`src/hdl/assert_macros.svh`:
```
// Assertion macros for the RTL files that carry checks.
// No dependencies; include by bare file name.
`ifndef ASSERT_MACROS_SVH
`define ASSERT_MACROS_SVH

// Implication or plain property, sampled on the clock, off during reset.
`define BVOP_ASSERT(label, clk, rst, prop, msg) \
   label: assert property (@(posedge clk) disable iff (rst) prop) else $error(msg);

// Condition that must never hold, off during reset.
`define BVOP_NEVER(label, clk, rst, cond, msg) \
   label: assert property (@(posedge clk) disable iff (rst) !(cond)) else $error(msg);

`endif

```
`src/hdl/bvop_pkg.sv`:
```
// Types, codes and constants of the BOOTP vendor option parser.
// No dependencies; used by the other .sv files through scoped names.
`default_nettype none

package bvop_pkg;

   // default vendor area length in bytes
   localparam int AREA_BYTES_DEF = 64;

   // magic cookie 99.130.83.99, first byte first
   localparam logic [7:0] COOKIE [4] = '{8'd99, 8'd130, 8'd83, 8'd99};
   localparam int COOKIE_LEN = 4;

   // option codes
   localparam logic [7:0] CODE_PAD     = 8'd0;
   localparam logic [7:0] CODE_SUBNET  = 8'd1;
   localparam logic [7:0] CODE_GATEWAY = 8'd3;
   localparam logic [7:0] CODE_SERVER  = 8'd6;
   localparam logic [7:0] CODE_END     = 8'd255;

   // capture slot bits
   localparam int SLOT_SUBNET  = 0;
   localparam int SLOT_GATEWAY = 1;
   localparam int SLOT_SERVER  = 2;
   localparam int SLOTS        = 3;

   // captured value width and count of value bytes kept
   localparam int VALUE_W     = 32;
   localparam int VALUE_BYTES = 4;

   typedef enum logic [4:0] {
      PH_COOKIE = 5'b00001,
      PH_CODE   = 5'b00010,
      PH_LEN    = 5'b00100,
      PH_VALUE  = 5'b01000,
      PH_IDLE   = 5'b10000
   } bvop_phase_type;

   typedef struct packed {
      logic               cookie_ok;
      logic [VALUE_W-1:0] subnet_mask;
      logic               subnet_found;
      logic [VALUE_W-1:0] gateway_address;
      logic               gateway_found;
      logic [VALUE_W-1:0] name_server_address;
      logic               name_server_found;
      logic               end_seen;
   } bvop_result_type;

   // one-hot capture slot of an option code, zero if not captured
   function automatic logic [SLOTS-1:0] slot_mask(input logic [7:0] code);
      logic [SLOTS-1:0] m;
      m = '0;
      case (code)
         CODE_SUBNET:  m[SLOT_SUBNET]  = 1'b1;
         CODE_GATEWAY: m[SLOT_GATEWAY] = 1'b1;
         CODE_SERVER:  m[SLOT_SERVER]  = 1'b1;
         default:      m = '0;
      endcase
      return m;
   endfunction

endpackage

`default_nettype wire

```
`src/hdl/bvop_channels.sv`:
```
// Valid/ready channel interfaces for vendor area bytes and parse results.
// Depends on bvop_pkg.
`default_nettype none

interface bvop_req_if;
   logic       valid;
   logic       ready;
   logic [7:0] area_byte;
   logic       area_last;

   modport source (output valid, output area_byte, output area_last, input ready);
   modport sink   (input valid, input area_byte, input area_last, output ready);
endinterface

interface bvop_rsp_if;
   logic                            valid;
   logic                            ready;
   logic                            cookie_ok;
   logic [bvop_pkg::VALUE_W-1:0]    subnet_mask;
   logic                            subnet_found;
   logic [bvop_pkg::VALUE_W-1:0]    gateway_address;
   logic                            gateway_found;
   logic [bvop_pkg::VALUE_W-1:0]    name_server_address;
   logic                            name_server_found;
   logic                            end_seen;

   modport source (
      output valid, output cookie_ok, output subnet_mask, output subnet_found,
      output gateway_address, output gateway_found, output name_server_address,
      output name_server_found, output end_seen, input ready
   );
   modport sink (
      input valid, input cookie_ok, input subnet_mask, input subnet_found,
      input gateway_address, input gateway_found, input name_server_address,
      input name_server_found, input end_seen, output ready
   );
endinterface

`default_nettype wire

```
`src/hdl/bootp_vendor_option_parser.sv`:
```
// BOOTP vendor area parser. Takes the vendor area one byte per request, checks
// the magic cookie 99.130.83.99, walks the options and on the byte marked last
// returns one response with subnet mask, gateway and first name server (first
// value byte most significant, short values zero-filled), their found flags,
// the cookie result and whether the end option was reached; it then starts
// over for the next area. One byte is taken every cycle unless stalled: each
// byte is held in an input register and updates the parse state as it leaves
// it, where a closing byte also lands in the response register. The only
// stall is a full response register that is not being drained. Bytes at or
// beyond AREA_BYTES are ignored by the option walk.
// Depends on bvop_pkg, bvop_channels, bvop_parser, bvop_out_reg, assert_macros.svh.
`default_nettype none
`include "assert_macros.svh"

module bootp_vendor_option_parser #(
   parameter int AREA_BYTES = bvop_pkg::AREA_BYTES_DEF
) (
   input wire logic   clock,
   input wire logic   reset,
   bvop_req_if.sink   req_chan,
   bvop_rsp_if.source rsp_chan
);

   logic                      in_valid_ff, in_valid_in;
   logic [7:0]                in_byte_ff;
   logic                      in_last_ff;
   logic                      req_take;
   logic                      consume;
   logic                      out_load;
   logic                      out_can_load;
   bvop_pkg::bvop_result_type result;

   // a held byte moves on unless it closes an area and the response is blocked
   assign consume        = in_valid_ff && (!in_last_ff || out_can_load);
   assign out_load       = consume && in_last_ff;
   assign req_chan.ready = !in_valid_ff || consume;
   assign req_take       = req_chan.valid && req_chan.ready;
   assign in_valid_in    = req_take || (in_valid_ff && !consume);

   // input register
   always_ff @(posedge clock) begin
      if (reset) begin
         in_valid_ff <= 1'b0;
      end else begin
         in_valid_ff <= in_valid_in;
      end
   end

   always_ff @(posedge clock) begin
      if (req_take) begin
         in_byte_ff <= req_chan.area_byte;
         in_last_ff <= req_chan.area_last;
      end
   end

   bvop_parser #(
      .AREA_BYTES (AREA_BYTES)
   ) u_parser (
      .clock     (clock),
      .reset     (reset),
      .take      (consume),
      .area_byte (in_byte_ff),
      .area_last (in_last_ff),
      .result    (result)
   );

   bvop_out_reg u_out_reg (
      .clock    (clock),
      .reset    (reset),
      .load     (out_load),
      .data     (result),
      .can_load (out_can_load),
      .rsp      (rsp_chan)
   );

   // checks
   `BVOP_ASSERT(a_rsp_from_last, clock, reset, (rsp_chan.valid && !$past(rsp_chan.valid)) |-> $past(out_load), "response appeared without a closing byte")
   `BVOP_NEVER(a_no_overwrite, clock, reset, out_load && rsp_chan.valid && !rsp_chan.ready, "pending response overwritten")
   `BVOP_ASSERT(a_in_reg_free, clock, reset, (req_take && in_valid_ff) |-> consume, "held byte overwritten before use")

endmodule

`default_nettype wire

```
`src/hdl/bvop_parser.sv`:
```
// Per-byte option walker: cookie check, code/length/value phases, captures.
// Depends on bvop_pkg. Gives the result that the current byte would close.
`default_nettype none

module bvop_parser #(
   parameter int AREA_BYTES = bvop_pkg::AREA_BYTES_DEF
) (
   input  wire logic                       clock,
   input  wire logic                       reset,
   input  wire logic                       take,
   input  wire logic [7:0]                 area_byte,
   input  wire logic                       area_last,
   output      bvop_pkg::bvop_result_type  result
);

   localparam int PW = $clog2(AREA_BYTES + 1);
   localparam int CW = $clog2(bvop_pkg::VALUE_BYTES + 1);
   localparam int VW = bvop_pkg::VALUE_W;
   localparam int SL = bvop_pkg::SLOTS;

   logic [PW-1:0]            pos_ff, pos_in;
   bvop_pkg::bvop_phase_type phase_ff, phase_in;
   logic [7:0]               code_ff, code_in;
   logic [7:0]               remain_ff, remain_in;
   logic [CW-1:0]            count_ff, count_in;
   logic [VW-1:0]            shift_ff, shift_in;
   logic [VW-1:0]            subnet_ff, subnet_in;
   logic [VW-1:0]            gateway_ff, gateway_in;
   logic [VW-1:0]            server_ff, server_in;
   logic [SL-1:0]            found_ff, found_in;
   logic                     match_ff, match_in;
   logic                     stopped_ff, stopped_in;

   logic                     hit;
   logic [SL-1:0]            mask;

   // next parse state for the byte at the input
   always_comb begin
      pos_in     = (pos_ff == PW'(AREA_BYTES)) ? pos_ff : pos_ff + PW'(1);
      phase_in   = phase_ff;
      code_in    = code_ff;
      remain_in  = remain_ff;
      count_in   = count_ff;
      shift_in   = shift_ff;
      subnet_in  = subnet_ff;
      gateway_in = gateway_ff;
      server_in  = server_ff;
      found_in   = found_ff;
      match_in   = match_ff;
      stopped_in = stopped_ff;
      mask       = bvop_pkg::slot_mask(code_ff);
      hit        = (pos_ff < PW'(bvop_pkg::COOKIE_LEN)) &&
                   (area_byte == bvop_pkg::COOKIE[pos_ff[1:0]]);

      if (phase_ff == bvop_pkg::PH_COOKIE) begin
         match_in = (pos_ff == '0) ? hit : (match_ff & hit);
         if (pos_ff >= PW'(bvop_pkg::COOKIE_LEN - 1)) begin
            phase_in = match_in ? bvop_pkg::PH_CODE : bvop_pkg::PH_IDLE;
         end
      end else if (pos_ff < PW'(AREA_BYTES)) begin
         unique case (phase_ff)
            bvop_pkg::PH_CODE: begin
               if (area_byte == bvop_pkg::CODE_END) begin
                  stopped_in = 1'b1;
                  phase_in   = bvop_pkg::PH_IDLE;
               end else if (area_byte != bvop_pkg::CODE_PAD) begin
                  code_in  = area_byte;
                  phase_in = bvop_pkg::PH_LEN;
               end
            end
            bvop_pkg::PH_LEN: begin
               remain_in = area_byte;
               count_in  = '0;
               shift_in  = '0;
               if (mask[bvop_pkg::SLOT_SUBNET])  subnet_in  = '0;
               if (mask[bvop_pkg::SLOT_GATEWAY]) gateway_in = '0;
               if (mask[bvop_pkg::SLOT_SERVER])  server_in  = '0;
               found_in  = found_ff | mask;
               phase_in  = (area_byte == 8'd0) ? bvop_pkg::PH_CODE : bvop_pkg::PH_VALUE;
            end
            bvop_pkg::PH_VALUE: begin
               // keep the first four value bytes, first one on top
               if ((mask != '0) && (count_ff < CW'(bvop_pkg::VALUE_BYTES))) begin
                  case (count_ff[1:0])
                     2'd0:    shift_in[31:24] = area_byte;
                     2'd1:    shift_in[23:16] = area_byte;
                     2'd2:    shift_in[15:8]  = area_byte;
                     default: shift_in[7:0]   = area_byte;
                  endcase
                  count_in = count_ff + CW'(1);
                  if (mask[bvop_pkg::SLOT_SUBNET])  subnet_in  = shift_in;
                  if (mask[bvop_pkg::SLOT_GATEWAY]) gateway_in = shift_in;
                  if (mask[bvop_pkg::SLOT_SERVER])  server_in  = shift_in;
               end
               remain_in = remain_ff - 8'd1;
               if (remain_in == 8'd0) phase_in = bvop_pkg::PH_CODE;
            end
            default: begin
               phase_in = phase_ff;
            end
         endcase
      end
   end

   // result as it stands after this byte
   always_comb begin
      result.cookie_ok           = (phase_in != bvop_pkg::PH_COOKIE) && match_in;
      result.subnet_mask         = subnet_in;
      result.subnet_found        = found_in[bvop_pkg::SLOT_SUBNET];
      result.gateway_address     = gateway_in;
      result.gateway_found       = found_in[bvop_pkg::SLOT_GATEWAY];
      result.name_server_address = server_in;
      result.name_server_found   = found_in[bvop_pkg::SLOT_SERVER];
      result.end_seen            = stopped_in;
   end

   // parse state; a closing byte returns it to the start of an area
   always_ff @(posedge clock) begin
      if (reset || (take && area_last)) begin
         pos_ff     <= '0;
         phase_ff   <= bvop_pkg::PH_COOKIE;
         code_ff    <= '0;
         remain_ff  <= '0;
         count_ff   <= '0;
         shift_ff   <= '0;
         subnet_ff  <= '0;
         gateway_ff <= '0;
         server_ff  <= '0;
         found_ff   <= '0;
         match_ff   <= 1'b0;
         stopped_ff <= 1'b0;
      end else if (take) begin
         pos_ff     <= pos_in;
         phase_ff   <= phase_in;
         code_ff    <= code_in;
         remain_ff  <= remain_in;
         count_ff   <= count_in;
         shift_ff   <= shift_in;
         subnet_ff  <= subnet_in;
         gateway_ff <= gateway_in;
         server_ff  <= server_in;
         found_ff   <= found_in;
         match_ff   <= match_in;
         stopped_ff <= stopped_in;
      end
   end

endmodule

`default_nettype wire

```
`src/hdl/bvop_out_reg.sv`:
```
// Result register driving the response channel.
// Depends on bvop_pkg and bvop_channels.
`default_nettype none

module bvop_out_reg (
   input  wire logic                       clock,
   input  wire logic                       reset,
   input  wire logic                       load,
   input  wire bvop_pkg::bvop_result_type  data,
   output      logic                       can_load,
   bvop_rsp_if.source                      rsp
);

   logic                      valid_ff, valid_in;
   bvop_pkg::bvop_result_type data_ff;

   // free when empty or when the held result leaves this cycle
   assign can_load = !valid_ff || rsp.ready;
   assign valid_in = load || (valid_ff && !rsp.ready);

   always_ff @(posedge clock) begin
      if (reset) begin
         valid_ff <= 1'b0;
      end else begin
         valid_ff <= valid_in;
      end
   end

   always_ff @(posedge clock) begin
      if (load) begin
         data_ff <= data;
      end
   end

   assign rsp.valid               = valid_ff;
   assign rsp.cookie_ok           = data_ff.cookie_ok;
   assign rsp.subnet_mask         = data_ff.subnet_mask;
   assign rsp.subnet_found        = data_ff.subnet_found;
   assign rsp.gateway_address     = data_ff.gateway_address;
   assign rsp.gateway_found       = data_ff.gateway_found;
   assign rsp.name_server_address = data_ff.name_server_address;
   assign rsp.name_server_found   = data_ff.name_server_found;
   assign rsp.end_seen            = data_ff.end_seen;

endmodule

`default_nettype wire
```
`src/flat_wrapper.sv`:
```
// flat-port wrapper written by rule: the top's interface ports become plain ports
module bootp_vendor_option_parser_flat 
#(
   parameter int AREA_BYTES = bvop_pkg::AREA_BYTES_DEF
)
  (clock, reset, req_chan_valid, req_chan_area_byte, req_chan_area_last, req_chan_ready, rsp_chan_valid, rsp_chan_cookie_ok, rsp_chan_subnet_mask, rsp_chan_subnet_found, rsp_chan_gateway_address, rsp_chan_gateway_found, rsp_chan_name_server_address, rsp_chan_name_server_found, rsp_chan_end_seen, rsp_chan_ready);
  bvop_req_if req_chan_i ();
  bvop_rsp_if rsp_chan_i ();
  input wire logic clock;
  input wire logic reset;
  input wire logic [$bits(req_chan_i.valid)-1:0] req_chan_valid;
  input wire logic [$bits(req_chan_i.area_byte)-1:0] req_chan_area_byte;
  input wire logic [$bits(req_chan_i.area_last)-1:0] req_chan_area_last;
  output wire logic [$bits(req_chan_i.ready)-1:0] req_chan_ready;
  output wire logic [$bits(rsp_chan_i.valid)-1:0] rsp_chan_valid;
  output wire logic [$bits(rsp_chan_i.cookie_ok)-1:0] rsp_chan_cookie_ok;
  output wire logic [$bits(rsp_chan_i.subnet_mask)-1:0] rsp_chan_subnet_mask;
  output wire logic [$bits(rsp_chan_i.subnet_found)-1:0] rsp_chan_subnet_found;
  output wire logic [$bits(rsp_chan_i.gateway_address)-1:0] rsp_chan_gateway_address;
  output wire logic [$bits(rsp_chan_i.gateway_found)-1:0] rsp_chan_gateway_found;
  output wire logic [$bits(rsp_chan_i.name_server_address)-1:0] rsp_chan_name_server_address;
  output wire logic [$bits(rsp_chan_i.name_server_found)-1:0] rsp_chan_name_server_found;
  output wire logic [$bits(rsp_chan_i.end_seen)-1:0] rsp_chan_end_seen;
  input wire logic [$bits(rsp_chan_i.ready)-1:0] rsp_chan_ready;
  assign req_chan_i.valid = req_chan_valid;
  assign req_chan_i.area_byte = req_chan_area_byte;
  assign req_chan_i.area_last = req_chan_area_last;
  assign req_chan_ready = req_chan_i.ready;
  assign rsp_chan_valid = rsp_chan_i.valid;
  assign rsp_chan_cookie_ok = rsp_chan_i.cookie_ok;
  assign rsp_chan_subnet_mask = rsp_chan_i.subnet_mask;
  assign rsp_chan_subnet_found = rsp_chan_i.subnet_found;
  assign rsp_chan_gateway_address = rsp_chan_i.gateway_address;
  assign rsp_chan_gateway_found = rsp_chan_i.gateway_found;
  assign rsp_chan_name_server_address = rsp_chan_i.name_server_address;
  assign rsp_chan_name_server_found = rsp_chan_i.name_server_found;
  assign rsp_chan_end_seen = rsp_chan_i.end_seen;
  assign rsp_chan_i.ready = rsp_chan_ready;
  bootp_vendor_option_parser #(.AREA_BYTES(AREA_BYTES)) u_core (.clock(clock), .reset(reset), .req_chan(req_chan_i), .rsp_chan(rsp_chan_i));
endmodule
```
`config.mk`:
```
export PLATFORM = sky130hd
export DESIGN_NAME = bootp_vendor_option_parser_flat
export DESIGN_NICKNAME = d
export VERILOG_FILES = /design/src/hdl/bvop_pkg.sv /design/src/hdl/bvop_channels.sv /design/src/hdl/bootp_vendor_option_parser.sv /design/src/hdl/bvop_parser.sv /design/src/hdl/bvop_out_reg.sv /design/src/flat_wrapper.sv
export VERILOG_INCLUDE_DIRS = /design/src /design/src/hdl
export SDC_FILE = /design/constraint.sdc
export NUM_CORES = 1
export LEC_CHECK = 0
export ABC_AREA = 1
export ABC_CLOCK_PERIOD_IN_PS = 3600
export BUFFER_PORTS_ARGS = -buffer_cell sky130_fd_sc_hd__buf_2
export CAP_MARGIN = 10
export CORE_AREA = 2 2 149 151
export DETAILED_ROUTE_END_ITERATION = 6
export DIE_AREA = 0 0 151 153
export PLACE_DENSITY_LB_ADDON = 0.25
export SETUP_SLACK_MARGIN = 0.4
export SKIP_CTS_REPAIR_TIMING = 1
export SYNTH_ARGS = -nofsm -noshare
export SYNTH_HDL_FRONTEND = slang
export SYNTH_SLANG_ARGS = --single-unit
export TNS_END_PERCENT = 30
```
`constraint.sdc`:
```
create_clock -name clock -period 3.6 [get_ports clock]
set_input_delay 0.18 -clock clock [delete_from_list [all_inputs] [get_ports clock]]
set_output_delay 0.18 -clock clock [all_outputs]
set_load 0.02 [all_outputs]
```
==> out/metrics.cfg <==
[placement]
port_buffers=115
place.gp.congestion=0.904
place_hpwl_mm=20.9

[detailed_routing]
dr_wl_met2_mm=14.8
wl_met3_mm=2.96
wl_per_cell_um=16.4
drc=0
first_pass_iters=5
wl_met1_mm=13.7
dr_total_vias=10900
wirelength_mm=32.4
drt-initial-drc-count=1113
topRoutingLayerUsed=met4
detail-route-antenna-nets=0
vias_per_cell=5.53

[synth]
syn_inst=1590
syn_nets=1614
synthMuxAreaShare_pct=0
yosysTopAreaCellShare_pct=26.2
synth_seq_cells=276
yosys.area_share.simple_pct=22.4
yosys.area_share.adder_pct=1.09
yosysSeqAreaShare_pct=52.3
synth_largest_area_cell=dfxtp_1
synthDistinctLibCells=41
synth_common_cells=322 x nand2_1, 209 x inv_1, 198 x nor2_1
async_flop_share_pct=0
yosys.cell_count.top_type=nand2_1
synth_top_family_by_area=simple AND/OR/NAND/NOR gates
yosys-top-cells-area=dfxtp_1 26%, edfxtp_1 26%, nand2_1 9.5%, inv_1 6.2%, nor2_1 5.9%
yosys_warnings=0
synth_edf_count=110
synth_area_um2=12700
synth_compound_gate_area_share_pct=14.2
avgSynthCellArea_um2=7.97
synth_ff_type=dfxtp_1
synth-xor-area-share_pct=0.207

[critical_path]
worstPathRequired_ps=4090
endpoint=u_core.u_parser.pos_ff[4]$_SDFFE_PP0P_
reg2reg_depth=10
crit_type=flop to flop
rrSetupSlack_ps=880
cp_cell_sequence=inv_1, nor2_1, nand2_1, nand2_4, inv_2, nand2_1, nand2_4, inv_2, o21ai_0, a21oi_1
worst_ep_arrival_time_ps=3200
critPathMaxFanout=57
worst_setup_path_start_kind=flop
crit_path_max_incr_delay_ps=780
worstReg2RegStart=u_core.u_out_reg.rsp.valid$_SDFF_PP0_
path_buf_inv=3
endpoint_kind=flop
crit_family=simple AND/OR/NAND/NOR gates
slowest_stage=inv_2
startpoint=u_core.u_out_reg.rsp.valid$_SDFF_PP0_
cp.depth=10
r2r-end=u_core.u_parser.pos_ff[4]$_SDFFE_PP0P_

[clock_tree]
clk_pin_slew_worst_paths_ps=60
cts_inserted_buffers=29
cts_root_buffer=clkbuf_16
htreeDepth=1
clockBufferDepth=3
cts_tree=yes
cts_sinks=276
clk_latency_ps=560

[pwr]
peakVddDrop_v=0.000309
powerDensity_nw_per_um2=482
p_leak_nw=6.52

[timing]
tightest_slew_ps=1050
setup-tns-final_ps=0
rsz0062_at_grt=no
maxSlewViolCount=0
finalCriticalPeriod_ps=2720
relSlewSlack_pct=29.8
hold_ws_ps=0.761
setup_violations=0
fin_skew_ps=10.8
hold_viol=0
fmax_mhz=368
min_period_over_period_pct=75.5

[run]
maxCapViolations=0

[floorplanning]
chipWidth_um=151
num_io_pins=116
initial_core_util_pct=58.9
dieArea_um2=23100
rows=54
coreArea_um2=21500
die_h_um=153

[global_route]
grt_pass1_wl_mm=51.4
antenna_found_initial=1
grt_pass1_vias=9931
grtUsageTotal_pct=27.9
gr-total-overflow=0
grt_max_degree=94

[cells_and_area]
finalNetCount=1696
fill_cells=1808
fin_util_pct=66.7
drive_gt1_share_pct=12.4
synthToLayoutAreaGrowth_pct=13.2

[min_path]
hold_class=input pin to flop

[outcome]
outcome=finished clean

power by group:
group,switching [mW],internal [mW],total [mW]
Combinational,0.349,0.145,0.494
Sequential,0.0633,3.36,3.42
Clock,1.24,1.75,2.99
Total,1.66,5.25,6.91
cell families after synthesis:
| kind of cell | Yosys count |
|---|---|
| and+or+nand+nor | 659 |
| AOI/OAI and AO/OA | 334 |
| buffers and inverters | 307 |
| DFF | 276 |
| adders and majority gates | 11 |
| xor gates and xnor gates | 3 |
flip-flops by register name, summed over array words and instances (netlist names), 3 cells and up:
| register | flops |
|---|---|
| u_core.in_byte_ff | 8 |
| u_core.u_parser.remain_ff | 8 |
| u_core.u_parser.pos_ff | 7 |
| u_core.u_parser.shift_ff | 32 |
| u_core.u_parser.server_ff | 32 |
| u_core.u_parser.gateway_ff | 32 |
| u_core.u_parser.found_ff | 3 |
| u_core.u_parser.subnet_ff | 32 |
| u_core.u_out_reg.rsp.name_server_address | 32 |
| u_core.u_parser.phase_ff | 5 |
| u_core.u_out_reg.rsp.subnet_mask | 32 |
| u_core.u_parser.count_ff | 3 |
| u_core.u_out_reg.rsp.gateway_address | 32 |
| u_core.u_parser.code_ff | 8 |
routing by layer:
layer	up-vias	track usage, %
li1	5334	-
met1	5041	39.8
met2	480	43.2
met3	73	4.81
met4	0	9.70
met5	-	0
final cells by class:
| type | instances | area, um^2 | share of cell area (%) |
|---|---|---|---|
| sequential | 276 | 6630 | 46.2 |
| antenna | 1 | 2.50 | 0.0175 |
| tap | 280 | 350 | 2.44 |
| clock buffer | 39 | 783 | 5.46 |
| multi-input combinational | 1007 | 4810 | 33.5 |
| clock inverter | 15 | 168 | 1.17 |
| timing repair buffer | 136 | 761 | 5.31 |
| inverter | 222 | 837 | 5.84 |
per-stage QoR:
step                instances  cell area [um^2]  worst slack [ps]  total power, mW
detailed placement       1910             13300               973             3.96
global route             1975             14300               652             7.13
CTS                      1964             14200               909             6.93
global placement         1910             13300              1010             3.95
floorplan                1590             12700               701             3.83
finish                   1976             14300               883             6.91
cell usage in the layout, fill, tap and decap left out, types with 4 or more instances in the layout:
master and instances:
a211oi_1 6, a21oi_1 91, a22o_1 9, buf_2 115, buf_4 10, clkbuf_1 8
clkbuf_16 29, clkinv_1 4, clkinv_2 6, dfxtp_1 166, dlygate4sd3_1 11, edfxtp_1 110
ha_1 11, inv_1 208, inv_2 12, nand2_1 322, nand2_4 9, nand3_1 90
nand4_1 7, nor2_1 198, nor2_4 5, nor3_1 12, o21ai_0 123, o21ai_1 71
o21bai_1 4, o22ai_1 18
worst min-delay path: cells and delay by family:
family	cells	cell delay [ps]
AO/OA/AOI/OAI	1	160
AND/OR/NAND/NOR	1	50
buffers and inverters	2	120
how the worst min path moves through the flow:
stage,startpoint,to,slack [ps],cells after the start
after floorplan,reset,u_core.in_valid_ff$_SDFF_PP0_,250,1
after global placement,req_chan_area_byte[5],u_core.in_byte_ff[5]$_DFFE_PP_,360,1
after detailed placement,reset,u_core.in_valid_ff$_SDFF_PP0_,350,2
after CTS,reset,u_core.in_valid_ff$_SDFF_PP0_,-220,2
after global routing,rsp_chan_ready,u_core.u_out_reg.rsp.valid$_SDFF_PP0_,50,4
final,rsp_chan_ready,u_core.u_out_reg.rsp.valid$_SDFF_PP0_,0.8,4
(Power assumes the default switching activity.)
